File: config.mk
export PLATFORM = sky130hd
export DESIGN_NAME = unsigned_to_decimal_ascii_unit
export DESIGN_NICKNAME = d
export VERILOG_FILES = /design/src/rtl/u2da_pkg.sv /design/src/rtl/unsigned_to_decimal_ascii_unit.sv /design/src/rtl/u2da_front.sv /design/src/rtl/u2da_queue.sv /design/src/rtl/u2da_back.sv
export SDC_FILE = /design/constraint.sdc
export NUM_CORES = 1
export LEC_CHECK = 0
export BUFFER_PORTS_ARGS = -buffer_cell sky130_fd_sc_hd__clkbuf_2
export CAP_MARGIN = 20
export CORE_ASPECT_RATIO = 0.9
export CORE_MARGIN = 5
export CORE_UTILIZATION = 50
export DETAILED_ROUTE_END_ITERATION = 10
export GPL_TIMING_DRIVEN = 0
export PLACE_DENSITY = 0.66
export SYNTH_ARGS = -nofsm -noshare
export SYNTH_HDL_FRONTEND = slang
export SYNTH_SLANG_ARGS = --single-unit
File: constraint.sdc
create_clock -name clk -period 6.8 [get_ports clk]
set_clock_uncertainty 0.05 [all_clocks]
set_input_delay 0.68 -clock clk [delete_from_list [all_inputs] [get_ports clk]]
set_output_delay 0.68 -clock clk [all_outputs]
set_load 0.01 [all_outputs]
File: src/rtl/u2da_pkg.sv
// Shared constants, types and state encodings for the unsigned to decimal ASCII unit.
// Used by every module of the block; depends on nothing else.
package u2da_pkg;

  // Width of the binary input value.
  localparam int VALUE_WIDTH = 32;

  // Input bits folded into the BCD digits per conversion cycle.
  localparam int DD_BITS    = 4;
  localparam int STEPS      = (VALUE_WIDTH + DD_BITS - 1) / DD_BITS;
  localparam int PAD_WIDTH  = STEPS * DD_BITS;
  localparam int STEP_CW    = (STEPS > 1) ? $clog2(STEPS) : 1;

  // Decimal digits of the largest input value (floor(W * log10(2)) + 1).
  localparam int DEC_DIGITS = (VALUE_WIDTH * 30103) / 100000 + 1;
  localparam int NDIG_W     = $clog2(DEC_DIGITS + 1);
  localparam int IDX_W      = $clog2(DEC_DIGITS);

  // Queue between the converter and the character sender.
  localparam int QDEPTH     = 2;
  localparam int QPTR_W     = $clog2(QDEPTH);
  localparam int QCNT_W     = $clog2(QDEPTH + 1);

  localparam int CHAR_WIDTH = 6;
  localparam logic [CHAR_WIDTH-1:0] ASCII_ZERO = CHAR_WIDTH'(48);
  localparam logic [CHAR_WIDTH-1:0] ASCII_NINE = CHAR_WIDTH'(57);

  typedef logic [DEC_DIGITS-1:0][3:0] digits_t;

  // One converted number: its BCD digits and how many of them are significant.
  typedef struct packed {
    digits_t           digits;
    logic [NDIG_W-1:0] ndig;
  } entry_t;

  typedef enum logic [1:0] {
    F_IDLE,
    F_CONV,
    F_DONE
  } front_state_t;

endpackage

File: src/rtl/unsigned_to_decimal_ascii_unit.sv
// Top level of the unsigned to decimal ASCII unit: converter, queue and character sender.
// Depends on u2da_pkg, u2da_front, u2da_queue and u2da_back.
//
// The unit takes an unsigned VALUE_WIDTH-bit number per request on the input queue
// interface (in_push/in_full) and returns its decimal text as ASCII digit characters on the
// result queue interface (out_empty/out_pop), one request per character, most significant
// digit first, without leading zeros. A zero input yields the single character '0'. The
// final character of each number carries out_last. The converter uses shift and add-3 over
// DD_BITS input bits per cycle, and in_full stays high while it converts and until the
// result enters the queue. A two-entry queue of finished numbers separates it from the
// character sender, which shows one character per cycle while the consumer pops and the
// queue is not empty. With a consumer that always pops, the up to 10 characters of a 32-bit
// value follow at one per cycle; a slow consumer only fills the queue before it holds off
// the input side. There is no state between numbers and nothing to configure.
module unsigned_to_decimal_ascii_unit (
  input  logic                             clk,
  input  logic                             rst_n,
  input  logic                             in_push,
  output logic                             in_full,
  input  logic [u2da_pkg::VALUE_WIDTH-1:0] in_value,
  output logic                             out_empty,
  input  logic                             out_pop,
  output logic [u2da_pkg::CHAR_WIDTH-1:0]  out_digit_char,
  output logic                             out_last
);

  // Converter to queue.
  logic             fq_push;
  logic             fq_full;
  u2da_pkg::entry_t fq_entry;

  // Queue to sender.
  logic             qb_pop;
  logic             qb_empty;
  u2da_pkg::entry_t qb_entry;

  u2da_front u_front (
    .clk      (clk),
    .rst_n    (rst_n),
    .in_push  (in_push),
    .in_full  (in_full),
    .in_value (in_value),
    .q_push   (fq_push),
    .q_full   (fq_full),
    .q_entry  (fq_entry)
  );

  u2da_queue u_queue (
    .clk      (clk),
    .rst_n    (rst_n),
    .push     (fq_push),
    .wr_entry (fq_entry),
    .full     (fq_full),
    .pop      (qb_pop),
    .rd_entry (qb_entry),
    .empty    (qb_empty)
  );

  u2da_back u_back (
    .clk            (clk),
    .rst_n          (rst_n),
    .q_empty        (qb_empty),
    .q_entry        (qb_entry),
    .q_pop          (qb_pop),
    .out_empty      (out_empty),
    .out_pop        (out_pop),
    .out_digit_char (out_digit_char),
    .out_last       (out_last)
  );

  // A request taken on the input side keeps the converter busy in the next cycle.
  a_busy_after_accept: assert property (@(posedge clk) disable iff (!rst_n)
    in_push && !in_full |=> in_full)
    else $error("input side ready right after accepting a value");

endmodule

File: src/rtl/u2da_front.sv
// Converter front end: accepts a binary value and turns it into BCD digits by shift and
// add-3, DD_BITS input bits per cycle. Depends on u2da_pkg.
module u2da_front (
  input  logic                             clk,
  input  logic                             rst_n,
  input  logic                             in_push,
  output logic                             in_full,
  input  logic [u2da_pkg::VALUE_WIDTH-1:0] in_value,
  output logic                             q_push,
  input  logic                             q_full,
  output u2da_pkg::entry_t                 q_entry
);

  u2da_pkg::front_state_t state_r, state_nxt;

  logic [u2da_pkg::PAD_WIDTH-1:0] sh_r;
  u2da_pkg::digits_t              bcd_r;
  logic [u2da_pkg::STEP_CW-1:0]   cnt_r;

  // Folds DD_BITS bits, most significant first, into the BCD accumulator.
  function automatic u2da_pkg::digits_t dd_step(u2da_pkg::digits_t d_in,
                                                logic [u2da_pkg::DD_BITS-1:0] bits);
    u2da_pkg::digits_t d;
    logic [u2da_pkg::DEC_DIGITS*4-1:0] flat;
    d = d_in;
    for (int b = u2da_pkg::DD_BITS - 1; b >= 0; b--) begin
      for (int k = 0; k < u2da_pkg::DEC_DIGITS; k++) begin
        if (d[k] >= 4'd5) begin
          d[k] = d[k] + 4'd3;
        end
      end
      flat = d;
      flat = {flat[u2da_pkg::DEC_DIGITS*4-2:0], bits[b]};
      d    = flat;
    end
    return d;
  endfunction

  // Number of significant digits; a zero value still has one.
  function automatic logic [u2da_pkg::NDIG_W-1:0] ndig_of(u2da_pkg::digits_t d);
    logic [u2da_pkg::NDIG_W-1:0] n;
    n = u2da_pkg::NDIG_W'(1);
    for (int k = 0; k < u2da_pkg::DEC_DIGITS; k++) begin
      if (d[k] != 4'd0) begin
        n = u2da_pkg::NDIG_W'(k + 1);
      end
    end
    return n;
  endfunction

  always_comb begin
    state_nxt = state_r;
    unique case (state_r)
      u2da_pkg::F_IDLE: begin
        if (in_push) state_nxt = u2da_pkg::F_CONV;
      end
      u2da_pkg::F_CONV: begin
        if (cnt_r == '0) state_nxt = u2da_pkg::F_DONE;
      end
      u2da_pkg::F_DONE: begin
        if (!q_full) state_nxt = u2da_pkg::F_IDLE;
      end
      default: state_nxt = u2da_pkg::F_IDLE;
    endcase
  end

  always_comb begin
    in_full = 1'b1;
    q_push  = 1'b0;
    unique case (state_r)
      u2da_pkg::F_IDLE: in_full = 1'b0;
      u2da_pkg::F_CONV: in_full = 1'b1;
      u2da_pkg::F_DONE: q_push  = !q_full;
      default:          in_full = 1'b1;
    endcase
  end

  assign q_entry.digits = bcd_r;
  assign q_entry.ndig   = ndig_of(bcd_r);

  always_ff @(posedge clk) begin
    if (!rst_n) begin
      state_r <= u2da_pkg::F_IDLE;
    end else begin
      state_r <= state_nxt;
    end
  end

  always_ff @(posedge clk) begin
    if (state_r == u2da_pkg::F_IDLE) begin
      sh_r  <= u2da_pkg::PAD_WIDTH'(in_value);
      bcd_r <= '0;
      cnt_r <= u2da_pkg::STEP_CW'(u2da_pkg::STEPS - 1);
    end else if (state_r == u2da_pkg::F_CONV) begin
      bcd_r <= dd_step(bcd_r, sh_r[u2da_pkg::PAD_WIDTH-1 -: u2da_pkg::DD_BITS]);
      sh_r  <= sh_r << u2da_pkg::DD_BITS;
      cnt_r <= cnt_r - u2da_pkg::STEP_CW'(1);
    end
  end

  a_conv_exits_to_done: assert property (@(posedge clk) disable iff (!rst_n)
    state_r == u2da_pkg::F_CONV && cnt_r == '0 |=> state_r == u2da_pkg::F_DONE)
    else $error("converter did not finish after its last step");

endmodule

File: src/rtl/u2da_queue.sv
// Short queue of converted numbers between the converter and the character sender.
// Depends on u2da_pkg for its depth and entry type.
module u2da_queue (
  input  logic             clk,
  input  logic             rst_n,
  input  logic             push,
  input  u2da_pkg::entry_t wr_entry,
  output logic             full,
  input  logic             pop,
  output u2da_pkg::entry_t rd_entry,
  output logic             empty
);

  u2da_pkg::entry_t mem_r [u2da_pkg::QDEPTH];

  logic [u2da_pkg::QPTR_W-1:0] wr_ptr_r, rd_ptr_r;
  logic [u2da_pkg::QCNT_W-1:0] count_r;
  logic                        do_push, do_pop;

  assign full     = (count_r == u2da_pkg::QCNT_W'(u2da_pkg::QDEPTH));
  assign empty    = (count_r == '0);
  assign do_push  = push && !full;
  assign do_pop   = pop && !empty;
  assign rd_entry = mem_r[rd_ptr_r];

  always_ff @(posedge clk) begin
    if (do_push) begin
      mem_r[wr_ptr_r] <= wr_entry;
    end
  end

  always_ff @(posedge clk) begin
    if (!rst_n) begin
      wr_ptr_r <= '0;
      rd_ptr_r <= '0;
      count_r  <= '0;
    end else begin
      if (do_push) begin
        wr_ptr_r <= (wr_ptr_r == u2da_pkg::QPTR_W'(u2da_pkg::QDEPTH - 1)) ?
                    '0 : wr_ptr_r + u2da_pkg::QPTR_W'(1);
      end
      if (do_pop) begin
        rd_ptr_r <= (rd_ptr_r == u2da_pkg::QPTR_W'(u2da_pkg::QDEPTH - 1)) ?
                    '0 : rd_ptr_r + u2da_pkg::QPTR_W'(1);
      end
      if (do_push && !do_pop) begin
        count_r <= count_r + u2da_pkg::QCNT_W'(1);
      end else if (do_pop && !do_push) begin
        count_r <= count_r - u2da_pkg::QCNT_W'(1);
      end
    end
  end

  a_count_in_range: assert property (@(posedge clk) disable iff (!rst_n)
    count_r <= u2da_pkg::QCNT_W'(u2da_pkg::QDEPTH))
    else $error("queue occupancy beyond its depth");

endmodule

File: src/rtl/u2da_back.sv
// Character sender: takes converted numbers from the queue and presents their digits as
// ASCII, most significant first, one per pop. Depends on u2da_pkg.
module u2da_back (
  input  logic                            clk,
  input  logic                            rst_n,
  input  logic                            q_empty,
  input  u2da_pkg::entry_t                q_entry,
  output logic                            q_pop,
  output logic                            out_empty,
  input  logic                            out_pop,
  output logic [u2da_pkg::CHAR_WIDTH-1:0] out_digit_char,
  output logic                            out_last
);

  logic                       valid_r, valid_nxt;
  u2da_pkg::digits_t          digits_r;
  logic [u2da_pkg::IDX_W-1:0] idx_r, idx_nxt;
  logic                       load, taken;

  assign taken = out_pop && valid_r;
  // Refill when nothing is shown or the last digit of the current number leaves.
  assign load  = !q_empty && (!valid_r || (taken && idx_r == '0));
  assign q_pop = load;

  always_comb begin
    valid_nxt = valid_r;
    idx_nxt   = idx_r;
    if (load) begin
      valid_nxt = 1'b1;
      idx_nxt   = u2da_pkg::IDX_W'(q_entry.ndig - u2da_pkg::NDIG_W'(1));
    end else if (taken) begin
      if (idx_r == '0) begin
        valid_nxt = 1'b0;
      end else begin
        idx_nxt = idx_r - u2da_pkg::IDX_W'(1);
      end
    end
  end

  always_ff @(posedge clk) begin
    if (!rst_n) begin
      valid_r <= 1'b0;
    end else begin
      valid_r <= valid_nxt;
    end
  end

  always_ff @(posedge clk) begin
    idx_r <= idx_nxt;
    if (load) begin
      digits_r <= q_entry.digits;
    end
  end

  assign out_empty      = !valid_r;
  assign out_digit_char = u2da_pkg::ASCII_ZERO + u2da_pkg::CHAR_WIDTH'(digits_r[idx_r]);
  assign out_last       = (idx_r == '0);

  a_char_is_digit: assert property (@(posedge clk) disable iff (!rst_n)
    valid_r |-> out_digit_char >= u2da_pkg::ASCII_ZERO &&
                out_digit_char <= u2da_pkg::ASCII_NINE)
    else $error("sender presents a character that is not a decimal digit");

  a_idx_in_range: assert property (@(posedge clk) disable iff (!rst_n)
    valid_r |-> idx_r < u2da_pkg::IDX_W'(u2da_pkg::DEC_DIGITS))
    else $error("digit index outside the converted number");

endmodule

==> summary.txt, run 1 <==
Status: finished, final reports clean
Total CTS buffers: 23
Leakage: 5.23 nW
Cell Area, Synth: 12800 um^2
Post-synth top area share: 0.384
Post-Synthesis Cells: 1211
Hold-fix buffers, CTS: 0
Worst skew pair latency: 500 ps
CP endpoint kind: flop
Sw Share: 0.388
PwrDens: 390 nW/um^2
Finished Layout Cells: 1645
Yosys warning count: 0
Ports: 45
Sequential fraction of design power: 0.323
Commonest non-fill, non-tap cell in the layout: edfxtp_1
# resized after CTS: 0
P_sw: 0.00216 W
Startpoint types: flop
Power Internal: 0.00341 W
Hold Vio Cnt, Final: 0
Achievable Freq: 242 MHz
CP Cell Sequence: inv_1 > ha_1 > and2b_1 > o21ai_0 > and2_1 > inv_1 > ha_1 > or3_4 > a211oi_4 > nor2_1 > a311oi_2 > a21oi_1 > or3_1 > a32o_1
Slowest cell on the critical path: dfxtp_1
Postcts setup bufs: 0
Grt total ovfl: 0
CTS clk-pin slew, worst paths: 60 ps
Root buffer cell: clkbuf_16
Die span in x: 179 um
Commonest cells after routing, fill and taps aside: edfxtp_1, nand2_1, mux2_2, nor2_1, o21ai_0
Final hold slack: 401 ps
Seq/Total Area, Yosys: 0.464
First-pass GRT wire length: 46.7 mm
Arr. time, crit path: 4470 ps
Largest net degree at the start of global routing: 41
Minimum clock period: 4120 ps
Clock net sink count: 215
Post-detail-place hpwl: 21.0 mm
Final Cycle Share: 0.606
Layout cells sized above 1: 0.184
Hold Crit Class: reg -> reg
CP max FO: 8
Total power draw: 0.00557 W
Row count: 55
CTS tree: done
DRT Wirelength: 28.9 mm
Inst Count DP: 1604
Max-Cap Viols: 0
Logic gate share of total power: 0.468
Area grow syn2layout: 11.2%
Clock share of power: 0.209
Synth Area per Inst: 10.6 um^2
Wirelength per Cell: 17.5 um
Core area: 25200 um^2
Post-DRT Antenna Nets: 0
Top delay family on crit path: compound AO/OA/AOI/OAI gates
Async SR Flop Fraction: 0
Kind of critical path: reg -> reg
Die area: 28900 um^2
Initial antenna violation count: 0
CP max stage delay: 470 ps
EDFF count, synth: 164
CTS H-Tree Depth: 1
Number of global-route vias before repair: 8981
ANT cells: 0
Slew Viols, Final: 0
Initial core utilization: 0.509
DR DRC count: 0
Fillcell total: 2175
Peak supply drop: 0.186 mV
Most used DFF post-synth: edfxtp_1
Synth area leader: edfxtp_1
RSZ-0062 raised after global routing: false
Via density: 5.85
Chip height: 162 um
Nets: 1367
Drt first pass iters: 5
Via count: 9618
1st-iter DRT viols: 779
Top area cells in the synthesized netlist: edfxtp_1, dfxtp_1, mux2_2
Worst rel slew slack: 0.370
Port bufs: 42
CP Data Required Time: 7140 ps
Final Util: 0.566
Placer congestion estimate: 0.880
Post-synth cell types: 93
Pin slew with the least headroom to its limit: 942 ps
Worst Path Buf+Inv: 2
Synthesis-stage register bit count: 215
Max Buffers Root-to-Sink: 3
Total GRT Usage: 0.199
Setup violation total in the final timing report: 0
==> final timing paths <==
path                                    startpoint                                to  slack, ps  cells after the start
setup / recovery  u_front.q_entry[32]$_SDFFE_PP0P_  u_front.q_entry[33]$_SDFFE_PP0P_       2680                     14
hold / removal    u_front.q_entry[10]$_SDFFE_PP0P_    u_queue.mem_r[1][10]$_DFFE_PP_        400                      0
setup reg to reg  u_front.q_entry[32]$_SDFFE_PP0P_  u_front.q_entry[33]$_SDFFE_PP0P_       2680                     14
hold reg to reg   u_front.q_entry[10]$_SDFFE_PP0P_    u_queue.mem_r[1][10]$_DFFE_PP_        400                      0
==> through the flow <==
step                      setup TNS [ps]  area, um^2  setup WS, ps
after floorplan                        0       12800          1160
after CTS                              0       14300          2710
after global placement            -93290       13500         -2080
after global routing                   0       14300          2370
after detailed placement               0       13600          2730
final                                  0       14300          2680
==> cells by family after synthesis <==
logic type	share of synthesized area
multiplexers	0.119
other	0.000293
AO/OA/AOI/OAI	0.192
AND/OR/NAND/NOR	0.131
buffers and inverters	0.0366
XOR/XNOR	0.0148
adder cells (fa/ha/maj)	0.0429
flip-flops	0.464
==> worst reg2reg max path: stages, from the launching register on <==
cell      delay, ps
dfxtp_1         470
inv_1           150
ha_1            270
and2b_1         220
o21ai_0         270
and2_1          270
inv_1            70
ha_1            210
or3_4           400
a211oi_4        320
nor2_1          130
a311oi_2        420
a21oi_1         160
or3_1           370
a32o_1          240
==> power groups by stage <==
stage | Sequential, W | Combinational (W) | Clock (W)
after floorplan | 0.00177 | 0.00203 | 0
after global placement | 0.00182 | 0.00252 | 0
after detailed placement | 0.00182 | 0.00258 | 0
after CTS | 0.00180 | 0.00259 | 0.00118
after global routing | 0.00182 | 0.00289 | 0.00124
final | 0.00180 | 0.00261 | 0.00116
==> registers in the layout, summed over array words and instances (netlist names), named ones only <==
name and cells:
u_queue.mem_r 88, u_back.digits_r 40, u_front.q_entry 40, u_front.sh_r 32, u_back.idx_r 4, u_front.cnt_r 3
u_front.state_r 2, u_queue.count_r 2, u_back.valid_r 1, u_queue.rd_ptr_r 1, u_queue.wr_ptr_r 1
==> layout make-up <==
type	count	area, um^2	share of cell area
clock inverters	7	45.0	0.00316
inverters	65	244	0.0171
multi-input cells	879	6420	0.450
repair buffers	50	299	0.0210
clock buffers	34	657	0.0461
plain buffers	53	226	0.0159
flip-flops and latches	215	5950	0.417
well taps	342	428	0.0300
==> per-layer routing <==
layer | part of all wire | wire length, um | track usage
met1 | 0.49 | 14200 | 0.307
met3 | 0.052 | 1490 | 0.0221
met4 | 0.020 | 573 | 0.0429
met2 | 0.44 | 12600 | 0.302
met5 | 0 | 0 | 0
==> cell usage after synthesis (8+ instances only) <==
master and n:
o22ai_1 8, and2_1 22, mux2_2 83, nand2_1 111
o211ai_1 14, o221ai_1 8, nor2b_1 10, nand3_1 16
nand4_1 8, o21ai_0 74, a21oi_1 51, nand2b_1 22
o21a_1 19, or3_1 9, dfxtp_1 51, or2_2 11
buf_2 11, mux2i_1 37, edfxtp_1 164, clkbuf_1 36
nor2_1 75, inv_1 63, a211o_1 10, ha_1 44
nor3_1 15, a211oi_1 26, o21bai_1 8, xnor2_1 12
o21ai_1 10, mux4_2 8
Note: power is estimated with default switching activity, not from simulation.
==> inputs of run 2 (changes only) <==
--- a/config.mk
+++ b/config.mk
@@ -5,6 +5,7 @@
 export SDC_FILE = /design/constraint.sdc
 export NUM_CORES = 1
 export LEC_CHECK = 0
+export ABC_AREA = 1
 export BUFFER_PORTS_ARGS = -buffer_cell sky130_fd_sc_hd__clkbuf_2
 export CAP_MARGIN = 20
 export CORE_ASPECT_RATIO = 0.9
==> constraint.sdc (replaced) <==
create_clock -name clk -period 4 [get_ports clk]
set_clock_uncertainty 0.05 [all_clocks]
set_input_delay 0.4 -clock clk [delete_from_list [all_inputs] [get_ports clk]]
set_output_delay 0.4 -clock clk [all_outputs]
set_load 0.01 [all_outputs]
==> summary.txt, run 2 <==
Ports: 45
R2R Setup Slk: 410 ps
Max reg flops: 88
Met3 WL: 1.13 mm
Initial core utilization: 0.506
Final hold slack: 124 ps
Async SR Flop Fraction: 0
Post-detail-place hpwl: 19.4 mm
Worst r2r dst: u_front.q_entry[41]$_SDFFE_PP0P_
Worst Setup Slack post-DPL: 134 ps
Leakage: 6.64 nW
Cell Area, Synth: 12200 um^2
CP Data Required Time: 4340 ps
DRT Wirelength: 26.3 mm
Post-synth cell types: 45
Wirelength per Cell: 14.5 um
Chip height: 158 um
PwrDens: 717 nW/um^2
Via density: 5.22
Finished Layout Cells: 1815
Hold Crit Start: in_value[27]
Nets: 1571
ANT cells: 0
Worst skew pair latency: 500 ps
Achievable Freq: 278 MHz
CTS clk-pin slew, worst paths: 60 ps
Yosys warning count: 0
Placer congestion estimate: 0.872
Largest net degree at the start of global routing: 46
Most used DFF post-synth: edfxtp_1
Most common cell in the synthesized netlist: nand2_1
Row count: 54
Clock net sink count: 215
Max-Cap Viols: 0
Hold Vio Cnt, Final: 0
Kind of critical path: reg -> reg
Final Cycle Share: 0.899
Inst Count DP: 1773
Max Buffers Root-to-Sink: 3
First-pass GRT wire length: 42.8 mm
Post-synth top area share: 0.403
Commonest cells after routing, fill and taps aside: nand2_1, inv_1, edfxtp_1, nand3_1, nor2_1
Synth top cells by count: nand2_1, inv_1, edfxtp_1, nand3_1, nor2_1
Arr. time, crit path: 3940 ps
Synth area leader: edfxtp_1
CP endpoint kind: flop
CP max FO: 7
R2r startpoint: u_front.q_entry[36]$_SDFFE_PP0P_
Post-Synthesis Cells: 1419
Core area: 24100 um^2
Drt first pass iters: 5
Initial antenna violation count: 0
Postcts setup bufs: 0
Top reg by flops: u_queue.mem_r
1st-iter DRT viols: 687
Top area cells in the synthesized netlist: edfxtp_1, nand2_1, dfxtp_1
Setup ws final: 405 ps
Die span in x: 175 um
Worst hold endpoint: u_front.sh_r[27]$_DFFE_PP_
Startpoint types: flop
Pin slew with the least headroom to its limit: 942 ps
Status: finished, final reports clean
Commonest non-fill, non-tap cell in the layout: nand2_1
Hold Crit Class: in -> reg
EDFF count, synth: 164
Via count: 9474
DR DRC count: 0
CTS tree: done
Root buffer cell: clkbuf_16
Total GRT Usage: 0.189
Port bufs: 42
M1 WL: 12.8 mm
Reg2reg path depth: 27
Number of global-route vias before repair: 8708
CTS H-Tree Depth: 1
Minimum clock period: 3590 ps
Seq/Total Area, Yosys: 0.487
Setup violation total in the final timing report: 0
Synthesis-stage register bit count: 215
Post-DRT Antenna Nets: 0
Die area: 27600 um^2
Slew Viols, Final: 0
Met2 WL: 11.7 mm
Grt total ovfl: 0
Area grow syn2layout: 11.6%
Layout cells sized above 1: 0.165
Synth Area per Inst: 8.60 um^2
Total CTS buffers: 23
Worst rel slew slack: 0.366
Hold path depth: 3
Peak supply drop: 0.301 mV
Max Used Layer: met4
[run 2: cell count changes in the layout (fill, tap and decap cells not counted), moves of 19 or more]
cell / change
nand2_1: +347
inv_1: +107
nand3_1: +100
nand2_2: +49
mux2_2: -40
mux2i_1: -33
a21oi_1: -30
nand3_2: +27
a211oi_1: -25
o21ai_0: -25
clkbuf_1: -22
nand2b_1: -22
nand4_1: +21
o21a_1: -19
[run 2: final cells by class]
class / instances / area (um^2)
clock buffer: 31 / 636
tap: 308 / 385
multi-input combinational: 998 / 5520
sequential: 215 / 5950
inverter: 181 / 679
clock inverter: 10 / 67.6
buffer: 26 / 111
fill: 2171 / 10500
timing repair buffer: 46 / 282
[run 2: repair_timing]
item,4_1_cts,5_1_grt
gates resized for setup,0,7
hold buffers,0,0
setup endpoints to repair,0,2
[run 2: cell families after synthesis]
group	Yosys count	synth area share
buffers and inverters	207	0.0647
other	1	0.000307
DFF	215	0.487
adders and majority gates	44	0.0451
and+or+nand+nor	774	0.294
xor gates and xnor gates	6	0.00430
AOI/OAI and AO/OA	125	0.0619
muxes	47	0.0429
[run 2: routing by layer]
layer  up-vias  GRT usage
met5         -          0
met4         0     0.0453
met3        38     0.0222
met2       181      0.306
met1      4370      0.276
li1       4885          -
[run 2: critical path: stages (launching register included)]
cell     delay [ps]
dfxtp_2         390
inv_1            90
ha_1            230
inv_1            80
nand2_1         110
nand3_2         120
nand3_4         110
inv_1           100
ha_1            140
inv_1            30
nand3_1          70
nand2_1          60
nand2_1         130
nand2_1          70
and2_1          170
ha_1            180
inv_1            50
nand4_1          80
nand2_1          80
nand2_1         120
xor2_2          200
ha_1            170
inv_1            50
or2_2           260
nand3_1         120
nand3_1          90
nand3_1          90
nand2_1          50
[run 2: where the power goes]
group	switching, W	internal [W]	leakage [nW]
Clock	0.000809	0.00117	0.346
Combinational	0.00307	0.00157	4.31
Sequential	0.000224	0.00292	1.98
[run 2: worst max-delay path by stage]
stage / slack, ps / startpoint / end
6_report: 410 / u_front.q_entry[36]$_SDFFE_PP0P_ / u_front.q_entry[41]$_SDFFE_PP0P_
2_1_floorplan: 590 / u_front.q_entry[36]$_SDFFE_PP0P_ / u_front.q_entry[42]$_SDFFE_PP0P_
4_1_cts: 120 / u_front.q_entry[36]$_SDFFE_PP0P_ / u_front.q_entry[42]$_SDFFE_PP0P_
3_5_place_dp: 130 / u_front.q_entry[36]$_SDFFE_PP0P_ / u_front.q_entry[42]$_SDFFE_PP0P_
3_3_place_gp: -800 / u_front.state_r[1]$_SDFFE_PN0P_ / u_queue.mem_r[1][25]$_DFFE_PP_
5_1_grt: -4 / u_front.q_entry[36]$_SDFFE_PP0P_ / u_front.q_entry[42]$_SDFFE_PP0P_
[run 2: per-stage QoR]
| stage | cell area, um^2 | power, W | util | TNS [ps] |
|---|---|---|---|---|
| after global routing | 13600 | 0.0106 | 0.565 | -3.57 |
| after floorplan | 12200 | 0.00674 | - | 0 |
| after detailed placement | 12900 | 0.00778 | 0.534 | 0 |
| final | 13600 | 0.00977 | 0.565 | 0 |
| after global placement | 12800 | 0.00765 | 0.531 | -68950 |
| after CTS | 13600 | 0.00978 | 0.563 | 0 |
==> inputs of run 3 (changes only) <==
--- a/config.mk
+++ b/config.mk
@@ -8,12 +8,15 @@
 export ABC_AREA = 1
 export BUFFER_PORTS_ARGS = -buffer_cell sky130_fd_sc_hd__clkbuf_2
 export CAP_MARGIN = 20
+export CELL_PAD_IN_SITES_DETAIL_PLACEMENT = 1
+export CELL_PAD_IN_SITES_GLOBAL_PLACEMENT = 2
 export CORE_ASPECT_RATIO = 0.9
 export CORE_MARGIN = 5
-export CORE_UTILIZATION = 50
+export CORE_UTILIZATION = 39
 export DETAILED_ROUTE_END_ITERATION = 10
 export GPL_TIMING_DRIVEN = 0
-export PLACE_DENSITY = 0.66
+export HOLD_SLACK_MARGIN = 0.08
+export PLACE_DENSITY = 0.79
 export SYNTH_ARGS = -nofsm -noshare
 export SYNTH_HDL_FRONTEND = slang
 export SYNTH_SLANG_ARGS = --single-unit
==> summary.txt, run 3 (synthesis results as in run 2) <==
Post-DRT Antenna Nets: 0
Finished Layout Cells: 1920
Logic gate share of total power: 0.473
Worst r2r dst: u_front.q_entry[41]$_SDFFE_PP0P_
Commonest cells after routing, fill and taps aside: nand2_1, inv_1, edfxtp_1, nand3_1, nor2_1
Pin slew with the least headroom to its limit: 1100 ps
Total GRT Usage: 0.180
Initial antenna violation count: 0
Max-Cap Viols: 0
First-pass GRT wire length: 51.0 mm
Leakage: 6.69 nW
Status: finished, final reports clean
Ports: 45
Top reg by flops: u_queue.mem_r
Hold path depth: 3
Clock net sink count: 215
Max reg flops: 88
Die area: 34900 um^2
Startpoint types: flop
Worst skew pair latency: 510 ps
Final Cycle Share: 0.905
Hold Vio Cnt, Final: 0
Crit-path most repeated cell: inv_1
CP max stage delay: 370 ps
Wirelength per Cell: 16.3 um
R2R Setup Slk: 380 ps
Post-detail-place hpwl: 23.4 mm
Placer congestion estimate: 0.800
Grt total ovfl: 0
Top delay family on crit path: simple AND/OR/NAND/NOR gates
Worst Path Buf+Inv: 6
Arr. time, crit path: 3970 ps
Largest net degree at the start of global routing: 46
CP max FO: 7
Achievable Freq: 276 MHz
Setup violation total in the final timing report: 0
Nets: 1574
Core area: 30900 um^2
Via density: 5.02
Reg2reg path depth: 26
CP Data Required Time: 4350 ps
Port bufs: 42
Power Internal: 0.00586 W
Worst hold endpoint: u_front.sh_r[31]$_DFFE_PP_
Kind of critical path: reg -> reg
ANT cells: 0
DRT Wirelength: 31.3 mm
Area grow syn2layout: 13.5%
Minimum clock period: 3620 ps
Sequential fraction of design power: 0.310
Fillcell total: 3675
Initial core utilization: 0.395
Hold Crit Start: in_value[31]
P_sw: 0.00431 W
Drt first pass iters: 5
Commonest non-fill, non-tap cell in the layout: nand2_1
Inst Count DP: 1875
Via count: 9634
Slew Viols, Final: 0
Row count: 61
Sw Share: 0.424
CTS tree: done
CP endpoint kind: flop
R2r startpoint: u_front.q_entry[36]$_SDFFE_PP0P_
Setup ws final: 379 ps
Max Buffers Root-to-Sink: 3
Worst Setup Slack post-DPL: -70.4 ps
CTS H-Tree Depth: 1
Slowest cell on the critical path: dfxtp_4
Hold Crit Class: in -> reg
RSZ-0062 raised after global routing: false
Clock share of power: 0.217
PwrDens: 734 nW/um^2
CTS clk-pin slew, worst paths: 60 ps
Total CTS buffers: 23
Worst rel slew slack: 0.266
Chip height: 178 um
Number of global-route vias before repair: 9679
Peak supply drop: 0.483 mV
Final hold slack: 107 ps
Die span in x: 196 um
Root buffer cell: clkbuf_16
Layout cells sized above 1: 0.171
DR DRC count: 0
1st-iter DRT viols: 614
-- run 3: layout make-up --
| class | instances | area (um^2) | area share |
|---|---|---|---|
| flip-flops and latches | 215 | 5950 | 0.430 |
| inverters | 181 | 679 | 0.0490 |
| well taps | 409 | 512 | 0.0369 |
| clock inverters | 12 | 163 | 0.0117 |
| plain buffers | 26 | 111 | 0.00804 |
| multi-input cells | 998 | 5520 | 0.399 |
| clock buffers | 30 | 612 | 0.0442 |
| repair buffers | 49 | 303 | 0.0219 |
-- run 3: metal layers --
layer	GRT usage	wire [um]
met3	0.0188	1040
met1	0.272	16000
met2	0.284	13900
met4	0.0282	370
met5	0	0
-- run 3: worst min-delay path, stage by stage --
cell	delay (ps)
clkbuf_2	70
nand2_1	40
nand2_1	50
-- run 3: repair_timing --
action / CTS / global route
hold buffers: 1 / 0
pin swaps: 0 / 1
endpoints found under the hold margin: 1 / 0
buffers inserted: 0 / 2
endpoints found under the setup margin: 2 / 3
gates resized for setup: 2 / 9
-- run 3: power groups by stage --
| stage | sequential (W) | combinational [W] | clock [W] |
|---|---|---|---|
| 6_report | 0.00315 | 0.00481 | 0.00221 |
| 5_1_grt | 0.00319 | 0.00550 | 0.00236 |
| 4_1_cts | 0.00315 | 0.00483 | 0.00227 |
| 3_5_place_dp | 0.00319 | 0.00479 | 0 |
| 3_3_place_gp | 0.00319 | 0.00466 | 0 |
| 2_1_floorplan | 0.00310 | 0.00363 | 0 |
-- run 3: per-stage QoR --
step	utilization	total power, W	setup TNS (ps)	instance area [um^2]
5_1_grt	0.448	0.0111	0	13900
3_3_place_gp	0.418	0.00785	-86110	12900
6_report	0.448	0.0102	0	13900
2_1_floorplan	-	0.00674	0	12200
4_1_cts	0.447	0.0103	0	13800
3_5_place_dp	0.421	0.00798	-103	13000
-- run 3: worst max-delay path by stage --
stage                                       endpoint  depth (start not counted)                        startpoint
floorplan           u_front.q_entry[42]$_SDFFE_PP0P_                         27  u_front.q_entry[36]$_SDFFE_PP0P_
global placement      u_queue.mem_r[1][22]$_DFFE_PP_                          5   u_front.state_r[1]$_SDFFE_PN0P_
detailed placement  u_front.q_entry[41]$_SDFFE_PP0P_                         27  u_front.q_entry[36]$_SDFFE_PP0P_
CTS                 u_front.q_entry[41]$_SDFFE_PP0P_                         27  u_front.q_entry[37]$_SDFFE_PP0P_
global route        u_front.q_entry[41]$_SDFFE_PP0P_                         26  u_front.q_entry[36]$_SDFFE_PP0P_
finish              u_front.q_entry[41]$_SDFFE_PP0P_                         26  u_front.q_entry[36]$_SDFFE_PP0P_
